==> config.mk <==
export PLATFORM = sky130hd
export DESIGN_NAME = wgk_ctrl
export DESIGN_NICKNAME = d
export VERILOG_FILES = /design/src/rtl/wgk_pkg.sv /design/src/rtl/wgk_ctrl.sv
export SDC_FILE = /design/constraint.sdc
export NUM_CORES = 1
export LEC_CHECK = 0
export BUFFER_PORTS_ARGS = -buffer_cell sky130_fd_sc_hd__buf_4
export CORE_AREA = 4 4 41 43
export DETAILED_ROUTE_END_ITERATION = 7
export DIE_AREA = 0 0 45 47
export PLACE_DENSITY = 0.79
export SLEW_MARGIN = 20
export SYNTH_ARGS = -nofsm -noshare
export SYNTH_HDL_FRONTEND = slang
export SYNTH_SLANG_ARGS = --single-unit
==> constraint.sdc <==
create_clock -name aclk -period 4.1 [get_ports aclk]
set_input_delay 0.41 -clock aclk [delete_from_list [all_inputs] [get_ports aclk]]
set_output_delay 0.41 -clock aclk [all_outputs]
set_load 0.01 [all_outputs]
==> src/rtl/wgk_pkg.sv <==
// Shared types and constants for the weighted Gaussian kernel core.
// Holds the controller/datapath command and status structs, fixed-point
// constants and the reciprocal table for the series division. No dependencies.
`timescale 1ns / 1ps

package wgk_pkg;

    localparam int ACC_W = 21;
    localparam int KV_W  = 17;

    localparam logic [ACC_W-1:0] ACC_MAX      = 21'h1F_FFFF;
    localparam logic [31:0]      ONE_Q31      = 32'h8000_0000;
    localparam logic [29:0]      EXP_NEG1_Q31 = 30'd790015084;
    localparam logic [3:0]       NUM_TERMS    = 4'd12;
    localparam logic [3:0]       K_ONE        = 4'd1;

    // Request type codes.
    localparam logic REQ_WEIGHT = 1'b0;
    localparam logic REQ_PAIR   = 1'b1;

    // At most one command per cycle from the controller to the datapath.
    typedef struct packed {
        logic wr_weight;
        logic load_pair;
        logic accum;
        logic exp_init;
        logic int_step;
        logic term_mul;
        logic term_div;
        logic term_fix;
        logic fin_mul;
        logic fin_out;
    } wgk_cmd_t;

    typedef struct packed {
        logic whole_zero;
        logic last_term;
    } wgk_status_t;

    // floor(2^32 / k) for the series divisors; k of one is bypassed.
    function automatic logic [31:0] recip_q32(input logic [3:0] k);
        logic [31:0] r;
        case (k)
            4'd2:    r = 32'd2147483648;
            4'd3:    r = 32'd1431655765;
            4'd4:    r = 32'd1073741824;
            4'd5:    r = 32'd858993459;
            4'd6:    r = 32'd715827882;
            4'd7:    r = 32'd613566756;
            4'd8:    r = 32'd536870912;
            4'd9:    r = 32'd477218588;
            4'd10:   r = 32'd429496729;
            4'd11:   r = 32'd390451572;
            4'd12:   r = 32'd357913941;
            default: r = 32'd0;
        endcase
        return r;
    endfunction

endpackage

==> src/rtl/wgk_ctrl.sv <==
// Controller of the weighted Gaussian kernel core: input and result
// handshakes and the sequence of datapath commands. Depends on wgk_pkg.
`timescale 1ns / 1ps

module wgk_ctrl import wgk_pkg::*; (
    input  logic        aclk,
    input  logic        aresetn,
    input  logic        s_valid,
    input  logic        s_req_type,
    input  logic        s_last,
    input  logic        m_ready,
    input  wgk_status_t status,
    output logic        s_ready,
    output logic        m_valid,
    output wgk_cmd_t    cmd
);

    typedef enum logic [8:0] {
        ST_IDLE     = 9'b000000001,
        ST_PAIR     = 9'b000000010,
        ST_EXP_INIT = 9'b000000100,
        ST_EXP_INT  = 9'b000001000,
        ST_TERM_MUL = 9'b000010000,
        ST_TERM_DIV = 9'b000100000,
        ST_TERM_FIX = 9'b001000000,
        ST_FIN_MUL  = 9'b010000000,
        ST_FIN_OUT  = 9'b100000000
    } wgk_state_t;

    wgk_state_t state_reg, state_next;
    logic       last_reg, last_next;
    logic       out_valid_reg, out_valid_next;
    logic       out_free;

    assign out_free = !out_valid_reg || m_ready;
    assign s_ready  = (state_reg == ST_IDLE);
    assign m_valid  = out_valid_reg;

    always_comb begin
        state_next     = state_reg;
        last_next      = last_reg;
        out_valid_next = out_valid_reg && !m_ready;
        cmd            = '0;
        unique case (state_reg)
            ST_IDLE: begin
                if (s_valid) begin
                    if (s_req_type == REQ_WEIGHT) begin
                        cmd.wr_weight = 1'b1;
                    end else begin
                        cmd.load_pair = 1'b1;
                        last_next     = s_last;
                        state_next    = ST_PAIR;
                    end
                end
            end
            ST_PAIR: begin
                cmd.accum  = 1'b1;
                state_next = last_reg ? ST_EXP_INIT : ST_IDLE;
            end
            ST_EXP_INIT: begin
                cmd.exp_init = 1'b1;
                state_next   = ST_EXP_INT;
            end
            ST_EXP_INT: begin
                if (status.whole_zero) begin
                    state_next = ST_TERM_MUL;
                end else begin
                    cmd.int_step = 1'b1;
                end
            end
            ST_TERM_MUL: begin
                cmd.term_mul = 1'b1;
                state_next   = ST_TERM_DIV;
            end
            ST_TERM_DIV: begin
                cmd.term_div = 1'b1;
                state_next   = ST_TERM_FIX;
            end
            ST_TERM_FIX: begin
                cmd.term_fix = 1'b1;
                state_next   = status.last_term ? ST_FIN_MUL : ST_TERM_MUL;
            end
            ST_FIN_MUL: begin
                cmd.fin_mul = 1'b1;
                state_next  = ST_FIN_OUT;
            end
            ST_FIN_OUT: begin
                // Wait here until the result register has been emptied.
                if (out_free) begin
                    cmd.fin_out    = 1'b1;
                    out_valid_next = 1'b1;
                    state_next     = ST_IDLE;
                end
            end
            default: begin
                state_next = ST_IDLE;
            end
        endcase
    end

    always_ff @(posedge aclk) begin
        if (!aresetn) begin
            state_reg     <= ST_IDLE;
            last_reg      <= 1'b0;
            out_valid_reg <= 1'b0;
        end else begin
            state_reg     <= state_next;
            last_reg      <= last_next;
            out_valid_reg <= out_valid_next;
        end
    end

endmodule

==> results of run 1 <==
==> per-layer routing <==
layer / track usage (%) / vias up
met3: 3.83 / 5
met5: 0 / -
li1: - / 310
met1: 21.3 / 272
met2: 27.1 / 22
met4: 12.3 / 0
==> kinds of logic (layout without fill, tap and decap cells) <==
family / count (synthesis) / count (layout)
muxes: 1 / 1
DFF: 11 / 11
AOI/OAI and AO/OA: 12 / 12
xor gates and xnor gates: 2 / 2
buffers and inverters: 7 / 28
and+or+nand+nor: 37 / 37
==> final timing paths <==
path | startpoint | end | slack, ps | depth (start not counted)
worst max register to register | state_reg[4]$_SDFFE_PN0P_ | state_reg[3]$_SDFFE_PN0P_ | 2080 | 4
worst min register to register | last_reg$_SDFFE_PN0P_ | state_reg[2]$_SDFFE_PN0P_ | 500 | 1
worst min-delay path | status[0] | state_reg[7]$_SDFFE_PN0P_ | 400 | 2
worst max-delay path | state_reg[4]$_SDFFE_PN0P_ | cmd[9] | 1550 | 4
==> where the power goes <==
group / internal (mW) / switching (mW)
Clock: 0.0378 / 0.0399
Combinational: 0.0435 / 0.0450
Sequential: 0.113 / 0.00943
Total: 0.195 / 0.0943
==> cells in the final DEF (no fill, tap or decap), types with 2 or more instances in the layout <==
master                     netlist  final
sky130_fd_sc_hd__a21oi_1         2      2
sky130_fd_sc_hd__and2_1          3      3
sky130_fd_sc_hd__and3_1          4      4
sky130_fd_sc_hd__buf_4           0     19
sky130_fd_sc_hd__clkbuf_4        0      3
sky130_fd_sc_hd__dfxtp_1        11     11
sky130_fd_sc_hd__inv_1           4      4
sky130_fd_sc_hd__nand3_1         2      2
sky130_fd_sc_hd__nor2_1          3      3
sky130_fd_sc_hd__nor2b_1         5      5
sky130_fd_sc_hd__nor3_1          4      4
sky130_fd_sc_hd__nor4_1          2      2
sky130_fd_sc_hd__nor4b_1         2      2
sky130_fd_sc_hd__or3_1           2      2
sky130_fd_sc_hd__or4b_2          2      2
==> worst register-to-register path: stages, from the launching register on <==
cell	delay [ps]
sky130_fd_sc_hd__dfxtp_1	350
sky130_fd_sc_hd__or4_1	690
sky130_fd_sc_hd__o41ai_4	560
sky130_fd_sc_hd__inv_2	100
sky130_fd_sc_hd__a32o_1	210
==> final cells by class <==
type,count,area [um2]
Tap cell,15,18.8
Multi-Input combinational cell,52,407
Fill cell,123,468
Clock buffer,4,26.3
Inverter,5,18.8
Timing Repair Buffer,19,143
Sequential cell,11,220
==> results.sh, run 1 <==
export IMPL_status="finished clean"
export IMPL_dp_hpwl_um=1180
export IMPL_power_per_cell_area_nw_per_um2=347
export IMPL_synth_async_sr_flop_share_pct=0
export IMPL_timing_final_setup_violations=0
export IMPL_tritoncts="built"
export IMPL_route_met3_wl_um=97
export IMPL_cts_max_path_buffers=2
export IMPL_grt_util_all_layers_pct=17.4
export IMPL_synth_compound_area_share_pct=17.0
export IMPL_diodes=0
export IMPL_h_tree_depth=1
export IMPL_crit_family="simple AND/OR/NAND/NOR gates"
export IMPL_syn_mean_instance_area_um2=9.44
export IMPL_io_buffers=19
export IMPL_area_growth_synth_to_final_pct=26.1
export IMPL_crit_required_ps=3690
export IMPL_synth_sequential_area_ratio_pct=33.3
export IMPL_timing_critical_path_from_type="register"
export IMPL_synth_most_common_cell="sky130_fd_sc_hd__dfxtp_1"
export IMPL_routed_wl_met2_um=771
export IMPL_final_setup_skew_ps=2.48
export IMPL_slew_headroom_pct=51.7
export IMPL_final_standard_cell_count_with_taps_included_and_fillers_excluded=106
export IMPL_post_synth_num_cell_types=37
export IMPL_placeableCoreArea_um2=1300
export IMPL_tritoncts_num_buffers=3
export IMPL_worstPathBufferInverterCount=1
export IMPL_grt_pass1_vias=575
export IMPL_min_period_over_period_pct=62.3
export IMPL_parity_gate_share_of_the_synthesized_area_counting_xor_and_xnor_cells_pct=2.65
export IMPL_route_top_layer_used="met4"
export IMPL_synth_area_um2=661
export IMPL_grt_max_degree=12
export IMPL_cts_hold_fix_buffers=0
export IMPL_netlist_top_cell_by_area="sky130_fd_sc_hd__dfxtp_1"
export IMPL_critPathArrivalTime_ps=2140
export IMPL_drc_errors=0
export IMPL_worst_slew_pin_slew_ps=718
export IMPL_fin_ws_ps=1550
export IMPL_grt_overflow_total=0
export IMPL_report_final_hold_viol_count=0
export IMPL_floorplan_io_pins=20
export IMPL_design_die_area_um2=2120
export IMPL_gp_congestion=0.817
export IMPL_syn_instance_count=70
export IMPL_route_final_wire_length_um=1610
export IMPL_drt_iter0_drc=21
export IMPL_largest_register_ffs=9
export IMPL_worstPathCellList="or4_1, or3_1, nor3b_1, buf_4"
export IMPL_min_period_ps=2550
export IMPL_min_hold_slack_ps=401
export IMPL_synth_warning_count=0
export IMPL_synth_fp_nets=78
export IMPL_dr_total_vias=609
export IMPL_crit_path_max_fanout=6
export IMPL_detailedRoute_firstPassIterationCount=4
export IMPL_first_pass_grt_wire_length_um=2550
export IMPL_ir_drop_v=0.000199
export IMPL_critical_path_max_stage_delay_ps=690
export IMPL_die_width_um=45
export IMPL_synth_edf_count=0
export IMPL_critical_path_class="reg -> out"
export IMPL_stdcell_area_um2=833
export IMPL_inst_count_dp=102
export IMPL_slew_violations=0
export IMPL_layout_core_utilization_pct=64.0
export IMPL_postPlaceCellArea_um2=807
export IMPL_ys_top_cells_by_area="sky130_fd_sc_hd__dfxtp_1, sky130_fd_sc_hd__nor2b_1, sky130_fd_sc_hd__o41ai_4"
export IMPL_timing_setup_tns_ps=0
export IMPL_route_detailed_wl_per_inst_um=15.2
export IMPL_cts_clk_slew_worst_paths_ps=70
export IMPL_met1_length_um=696
export IMPL_antenna_found_initial=0
export IMPL_detail_route_antenna_nets=0
export IMPL_synth_main_ff_cell="sky130_fd_sc_hd__dfxtp_1"
export IMPL_num_rows=13
export IMPL_clock_tree_root_cell="sky130_fd_sc_hd__clkbuf_4"
export IMPL_setup_repair_after_global_routing_missed_its_margin="no"
export IMPL_initial_utilization_pct=50.8
export IMPL_layout_nets=100
export IMPL_clock_latency_ps=280
export IMPL_critical_path_slowest_cell="sky130_fd_sc_hd__or4_1"
export IMPL_cts_num_sinks=11
export IMPL_yosys_area_share_simple_pct=40.3
export IMPL_yosys_area_top_type_share_pct=33.3
export IMPL_total_leakage_power_nw=0.397
export IMPL_p_total_mw=0.289
export IMPL_place_worst_setup_slack_ps=1870
export IMPL_postSynthRegisterBits=11
export IMPL_cts_setup_buffers=0
export IMPL_netlist_top_cells_count="sky130_fd_sc_hd__dfxtp_1, sky130_fd_sc_hd__nor2b_1, sky130_fd_sc_hd__and3_1, sky130_fd_sc_hd__inv_1, sky130_fd_sc_hd__nor3_1"
export IMPL_max_cap_viol_count=0
export IMPL_cp_end_kind="output port"
export IMPL_post_synth_fa_ha_maj_area_fraction_pct=0
export IMPL_synth_top_family_by_area="simple AND/OR/NAND/NOR gates"
export IMPL_routed_via_density=5.75
export IMPL_max_freq_mhz=391
export IMPL_yosys_mux_area_fraction_pct=1.52
export IMPL_worst_hold_path_type="in -> reg"
export IMPL_floorplan_die_height_um=47
export IMPL_layout_drive_gt1_share_pct=30.8
export IMPL_ctsResizeCount=0
(Power assumes the default switching activity.)
==> inputs of run 2 (changes only) <==
--- a/config.mk
+++ b/config.mk
@@ -6,10 +6,10 @@
 export NUM_CORES = 1
 export LEC_CHECK = 0
 export BUFFER_PORTS_ARGS = -buffer_cell sky130_fd_sc_hd__buf_4
-export CORE_AREA = 4 4 41 43
+export CORE_MARGIN = 4
+export CORE_UTILIZATION = 43
 export DETAILED_ROUTE_END_ITERATION = 7
-export DIE_AREA = 0 0 45 47
-export PLACE_DENSITY = 0.79
+export PLACE_DENSITY = 0.73
 export SLEW_MARGIN = 20
 export SYNTH_ARGS = -nofsm -noshare
 export SYNTH_HDL_FRONTEND = slang
==> constraint.sdc (replaced) <==
create_clock -name aclk -period 2.3 [get_ports aclk]
set_input_delay 0.23 -clock aclk [delete_from_list [all_inputs] [get_ports aclk]]
set_output_delay 0.23 -clock aclk [all_outputs]
set_load 0.01 [all_outputs]
==> run 2 against run 1 <==
Net effect:
- utilization is 1.6 points lower
- power up 82%
- worst setup slack worse by 1400 ps
- global-route usage shrank 2.5 points
- final area increased by 2.4%
- routed wire length decreased by 4.9%
- final cell count grew 0.94%
- first-iteration DRC count is 71% lower
- clock power increased by 78%
- worst hold slack got worse by 220 ps
==> results.sh, run 2 (same netlist as run 1, synthesis figures left out) <==
export IMPL_status="finished clean"
export IMPL_diodes=0
export IMPL_cts_setup_buffers=0
export IMPL_tritoncts="built"
export IMPL_layout_cells_most_common_list="sky130_fd_sc_hd__buf_4, sky130_fd_sc_hd__dfxtp_1, sky130_fd_sc_hd__nor2b_1"
export IMPL_route_detailed_wl_per_inst_um=14.3
export IMPL_final_standard_cell_count_with_taps_included_and_fillers_excluded=107
export IMPL_worst_r2r_startpoint="state_reg[3]$_SDFFE_PN0P_"
export IMPL_report_final_hold_viol_count=0
export IMPL_worst_hold_path_type="in -> reg"
export IMPL_dp_hpwl_um=1130
export IMPL_largest_register_ffs=9
export IMPL_min_path_cells=2
export IMPL_min_period_over_period_pct=95.8
export IMPL_layout_nets=101
export IMPL_max_freq_mhz=454
export IMPL_detail_route_antenna_nets=0
export IMPL_critPathArrivalTime_ps=1970
export IMPL_critical_path_startpoint="state_reg[4]$_SDFFE_PN0P_"
export IMPL_tritoncts_num_buffers=3
export IMPL_floorplan_io_pins=20
export IMPL_grt_pass1_vias=513
export IMPL_timing_hold_worst_start="status[0]"
export IMPL_min_hold_slack_ps=185
export IMPL_max_cap_viol_count=0
export IMPL_io_buffers=19
export IMPL_setup_repair_after_global_routing_missed_its_margin="no"
export IMPL_grt_util_all_layers_pct=15.0
export IMPL_cts_hold_fix_buffers=0
export IMPL_num_rows=13
export IMPL_area_growth_synth_to_final_pct=29.2
export IMPL_layout_core_utilization_pct=62.5
export IMPL_clock_latency_ps=270
export IMPL_gp_congestion=0.751
export IMPL_antenna_found_initial=0
export IMPL_drt_iter0_drc=6
export IMPL_placeableCoreArea_um2=1370
export IMPL_layout_cells_most_common="sky130_fd_sc_hd__buf_4"
export IMPL_power_per_cell_area_nw_per_um2=618
export IMPL_nFillCells=123
export IMPL_route_final_wire_length_um=1530
export IMPL_inst_count_dp=103
export IMPL_cts_max_path_buffers=2
export IMPL_worstRegToRegCells=4
export IMPL_design_die_area_um2=2230
export IMPL_stdcell_area_um2=853
export IMPL_ir_drop_v=0.000318
export IMPL_min_period_ps=2200
export IMPL_slew_violations=0
export IMPL_timing_critical_path_from_type="register"
export IMPL_cts_clk_slew_worst_paths_ps=70
export IMPL_postPlaceCellArea_um2=815
export IMPL_cts_num_sinks=11
export IMPL_grt_max_degree=12
export IMPL_layout_drive_gt1_share_pct=34.8
export IMPL_h_tree_depth=1
export IMPL_clock_tree_root_cell="sky130_fd_sc_hd__clkbuf_4"
export IMPL_floorplan_die_height_um=47.2
export IMPL_dr_total_vias=624
export IMPL_die_width_um=47.2
export IMPL_cp_end_kind="output port"
export IMPL_detailedRoute_firstPassIterationCount=3
export IMPL_drc_errors=0
export IMPL_timing_final_setup_violations=0
export IMPL_worst_slew_pin_slew_ps=513
export IMPL_initial_utilization_pct=48.4
export IMPL_final_setup_skew_ps=1.64
export IMPL_first_pass_grt_wire_length_um=2250
export IMPL_crit_required_ps=2070
export IMPL_worst_r2r_endpoint="state_reg[3]$_SDFFE_PN0P_"
export IMPL_routed_via_density=5.83
export IMPL_slew_headroom_pct=65.5
export IMPL_crit_path_max_fanout=6
export IMPL_total_leakage_power_nw=0.403
export IMPL_regToRegSetupSlack_ps=350
export IMPL_critical_path_class="reg -> out"
export IMPL_timing_setup_tns_ps=0
export IMPL_grt_overflow_total=0
export IMPL_min_delay_worst_endpoint="state_reg[7]$_SDFFE_PN0P_"
==> run 2: layout make-up <==
type | count | area [um2] | area share (%)
multi-input cells | 52 | 419 | 49.1
flip-flops and latches | 11 | 220 | 25.8
repair buffers | 20 | 150 | 17.6
clock buffers | 4 | 26.3 | 3.08
inverters | 5 | 18.8 | 2.20
well taps | 15 | 18.8 | 2.20
==> run 2: worst max-delay path: stages (launching register included) <==
cell and delay [ps]:
sky130_fd_sc_hd__dfxtp_1 340, sky130_fd_sc_hd__or4_4 620, sky130_fd_sc_hd__or3_1 430, sky130_fd_sc_hd__nor3b_2 170, sky130_fd_sc_hd__buf_4 140
==> run 2: what timing repair did <==
action | in CTS | in global routing
setup endpoints to repair | 1 | 1
hold endpoints to repair | 0 | 0
gates resized for setup | 1 | 2
==> run 2: how the worst max path moves through the flow <==
stage	to	slack, ps	cells past startpoint
6_report	cmd[9]	100	4
4_1_cts	cmd[9]	50	4
3_3_place_gp	cmd[9]	280	4
2_1_floorplan	cmd[9]	370	4
5_1_grt	cmd[9]	10	4
3_5_place_dp	cmd[9]	240	4
==> run 2: power by group <==
group | switching (mW) | total, mW | internal (mW)
clock network | 0.0706 | 0.138 | 0.0673
logic | 0.0806 | 0.172 | 0.0911
registers | 0.0152 | 0.217 | 0.202
==> run 2: per-stage QoR <==
stage	power, mW	worst slack [ps]
final	0.527	96.2
after global routing	0.551	9.86
after CTS	0.519	52.3
after detailed placement	0.384	240
after global placement	0.383	284
after floorplan	0.325	375
==> run 2: metal layers <==
metal	part of all wire, %	up-vias	track usage [%]
met4	2.7	0	11.6
met2	43	12	20.3
met1	51	289	20.7
met3	3.7	5	2.30
li1	-	318	-
met5	0	-	0
==> inputs of run 3 (changes only) <==
--- a/config.mk
+++ b/config.mk
@@ -6,10 +6,10 @@
 export NUM_CORES = 1
 export LEC_CHECK = 0
 export BUFFER_PORTS_ARGS = -buffer_cell sky130_fd_sc_hd__buf_4
-export CORE_MARGIN = 4
-export CORE_UTILIZATION = 43
+export CORE_AREA = 4 4 41 43
 export DETAILED_ROUTE_END_ITERATION = 7
-export PLACE_DENSITY = 0.73
+export DIE_AREA = 0 0 45 47
+export PLACE_DENSITY = 0.79
 export SLEW_MARGIN = 20
 export SYNTH_ARGS = -nofsm -noshare
 export SYNTH_HDL_FRONTEND = slang
==> constraint.sdc (replaced) <==
create_clock -name aclk -period 2.7 [get_ports aclk]
set_input_delay 0.27 -clock aclk [delete_from_list [all_inputs] [get_ports aclk]]
set_output_delay 0.27 -clock aclk [all_outputs]
set_load 0.01 [all_outputs]
==> run 3 against run 2 <==
Net effect:
- clock-buffer cell count shrank 1
- flip-flop and latch count is the same
- sequential share of layout area grew 0.58 points
- worst setup slack gained 200 ps
- clock skew grew 1.1 ps
- die area shrank 5.0%
- final cell count shrank 0.93%
- global-route usage grew 1.6 points
- critical path type unchanged
==> results.sh, run 3 (same netlist as run 1, synthesis figures left out) <==
export IMPL_p_total_mw=0.436
export IMPL_worstPathCellList="or4_1, or3_1, nor3b_1, buf_4"
export IMPL_worstRegToRegCells=4
export IMPL_dr_total_vias=629
export IMPL_critical_path_max_stage_delay_ps=700
export IMPL_max_freq_mhz=416
export IMPL_crit_required_ps=2430
export IMPL_timing_hold_worst_start="status[0]"
export IMPL_timing_critical_path_from_type="register"
export IMPL_dp_hpwl_um=1220
export IMPL_layout_cells_most_common_list="sky130_fd_sc_hd__buf_4, sky130_fd_sc_hd__dfxtp_1, sky130_fd_sc_hd__nor2b_1"
export IMPL_initial_utilization_pct=50.8
export IMPL_slew_headroom_pct=53.8
export IMPL_setup_repair_after_global_routing_missed_its_margin="no"
export IMPL_grt_overflow_total=0
export IMPL_largest_register_ffs=9
export IMPL_ir_drop_v=0.000474
export IMPL_worst_r2r_startpoint="state_reg[4]$_SDFFE_PN0P_"
export IMPL_die_width_um=45
export IMPL_placeableCoreArea_um2=1300
export IMPL_min_period_ps=2410
export IMPL_worst_slew_pin_slew_ps=687
export IMPL_min_period_over_period_pct=89.1
export IMPL_worst_r2r_endpoint="state_reg[3]$_SDFFE_PN0P_"
export IMPL_clock_tree_root_cell="sky130_fd_sc_hd__clkbuf_4"
export IMPL_grt_util_all_layers_pct=16.6
export IMPL_min_delay_worst_endpoint="state_reg[7]$_SDFFE_PN0P_"
export IMPL_ctsResizeCount=0
export IMPL_route_final_wire_length_um=1570
export IMPL_antenna_found_initial=0
export IMPL_postPlaceCellArea_um2=807
export IMPL_cts_setup_buffers=0
export IMPL_total_leakage_power_nw=0.400
export IMPL_critPathArrivalTime_ps=2140
export IMPL_regToRegSetupSlack_ps=670
export IMPL_cp_end_kind="output port"
export IMPL_max_cap_viol_count=0
export IMPL_cts_hold_fix_buffers=0
export IMPL_timing_setup_tns_ps=0
export IMPL_slew_violations=0
export IMPL_detailedRoute_firstPassIterationCount=4
export IMPL_routed_via_density=5.93
export IMPL_final_setup_skew_ps=2.76
export IMPL_min_path_cells=2
export IMPL_layout_nets=100
export IMPL_timing_final_setup_violations=0
export IMPL_detail_route_antenna_nets=0
export IMPL_drt_iter0_drc=29
export IMPL_nFillCells=118
export IMPL_floorplan_die_height_um=47
export IMPL_grt_pass1_vias=606
export IMPL_gp_congestion=0.819
export IMPL_io_buffers=19
export IMPL_report_final_hold_viol_count=0
export IMPL_drc_errors=0
export IMPL_cts_clk_slew_worst_paths_ps=80
export IMPL_tritoncts="built"
export IMPL_layout_drive_gt1_share_pct=31.9
export IMPL_first_pass_grt_wire_length_um=2530
export IMPL_tritoncts_num_buffers=3
export IMPL_critical_path_slowest_cell="sky130_fd_sc_hd__or4_1"
export IMPL_worstPathBufferInverterCount=1
export IMPL_critical_path_class="reg -> out"
export IMPL_floorplan_io_pins=20
export IMPL_worst_hold_path_type="in -> reg"
export IMPL_power_per_cell_area_nw_per_um2=523
export IMPL_clock_latency_ps=270
export IMPL_layout_cells_most_common="sky130_fd_sc_hd__buf_4"
export IMPL_area_growth_synth_to_final_pct=26.3
export IMPL_num_rows=13
export IMPL_design_die_area_um2=2120
export IMPL_grt_max_degree=12
export IMPL_stdcell_area_um2=835
export IMPL_cts_num_sinks=11
export IMPL_h_tree_depth=1
export IMPL_route_detailed_wl_per_inst_um=14.8
export IMPL_crit_path_max_fanout=6
export IMPL_cts_max_path_buffers=2
export IMPL_status="finished clean"
export IMPL_crit_family="simple AND/OR/NAND/NOR gates"
export IMPL_diodes=0
==> run 3: cell types whose count changed in the layout (fill, tap and decap cells not counted) <==
| cell | previous run | this run |
|---|---|---|
| sky130_fd_sc_hd__clkbuf_1 | 1 | 0 |
| sky130_fd_sc_hd__or4b_1 | 0 | 1 |
| sky130_fd_sc_hd__nor3b_1 | 0 | 1 |
| sky130_fd_sc_hd__nor3b_2 | 1 | 0 |
| sky130_fd_sc_hd__or4_4 | 1 | 0 |
| sky130_fd_sc_hd__or4b_4 | 2 | 1 |
| sky130_fd_sc_hd__or4_1 | 0 | 1 |
| sky130_fd_sc_hd__clkinv_2 | 0 | 1 |
| sky130_fd_sc_hd__buf_4 | 20 | 19 |
==> run 3: power breakdown <==
group / leakage (nW) / internal (mW) / switching (mW) / total (mW)
registers: 0.0891 / 0.172 / 0.0149 / 0.187
clock network: 0.0177 / 0.0549 / 0.0593 / 0.114
logic: 0.293 / 0.0660 / 0.0693 / 0.135
==> run 3: area by class of cell <==
class	instances	area [um2]	share of cell area (%)
Clock buffer	3	22.5	2.70
Inverter	5	18.8	2.25
Sequential cell	11	220	26.4
Clock inverter	1	5.00	0.600
Timing Repair Buffer	19	143	17.1
Multi-Input combinational cell	52	407	48.7
Tap cell	15	18.8	2.25
==> run 3: per-layer routing <==
metal	GRT usage, %	vias to the layer above	share of wire, %
met3	6.13	2	7.5
li1	-	309	-
met2	27.7	22	47
met5	0	-	0
met1	20.0	296	45
met4	4.68	0	0.77
==> run 3: how the worst max path moves through the flow <==
stage	from	depth (start not counted)	slack [ps]	to
after CTS	state_reg[4]$_SDFFE_PN0P_	4	290	cmd[9]
final	state_reg[4]$_SDFFE_PN0P_	4	290	cmd[9]
after floorplan	state_reg[4]$_SDFFE_PN0P_	4	730	cmd[9]
after global routing	state_reg[2]$_SDFFE_PN0P_	5	220	cmd[1]
after detailed placement	state_reg[4]$_SDFFE_PN0P_	4	600	cmd[9]
after global placement	state_reg[4]$_SDFFE_PN0P_	4	660	cmd[9]
==> run 3: metrics by stage <==
stage                     util, %  setup WS, ps  hold slack [ps]  cells
final                        64.1           294              230    106
after floorplan                 -           735              398     70
after global placement       62.0           660              478    102
after detailed placement     62.0           601              486    102
after CTS                    64.1           293              229    106
after global routing         64.1           217              225    106
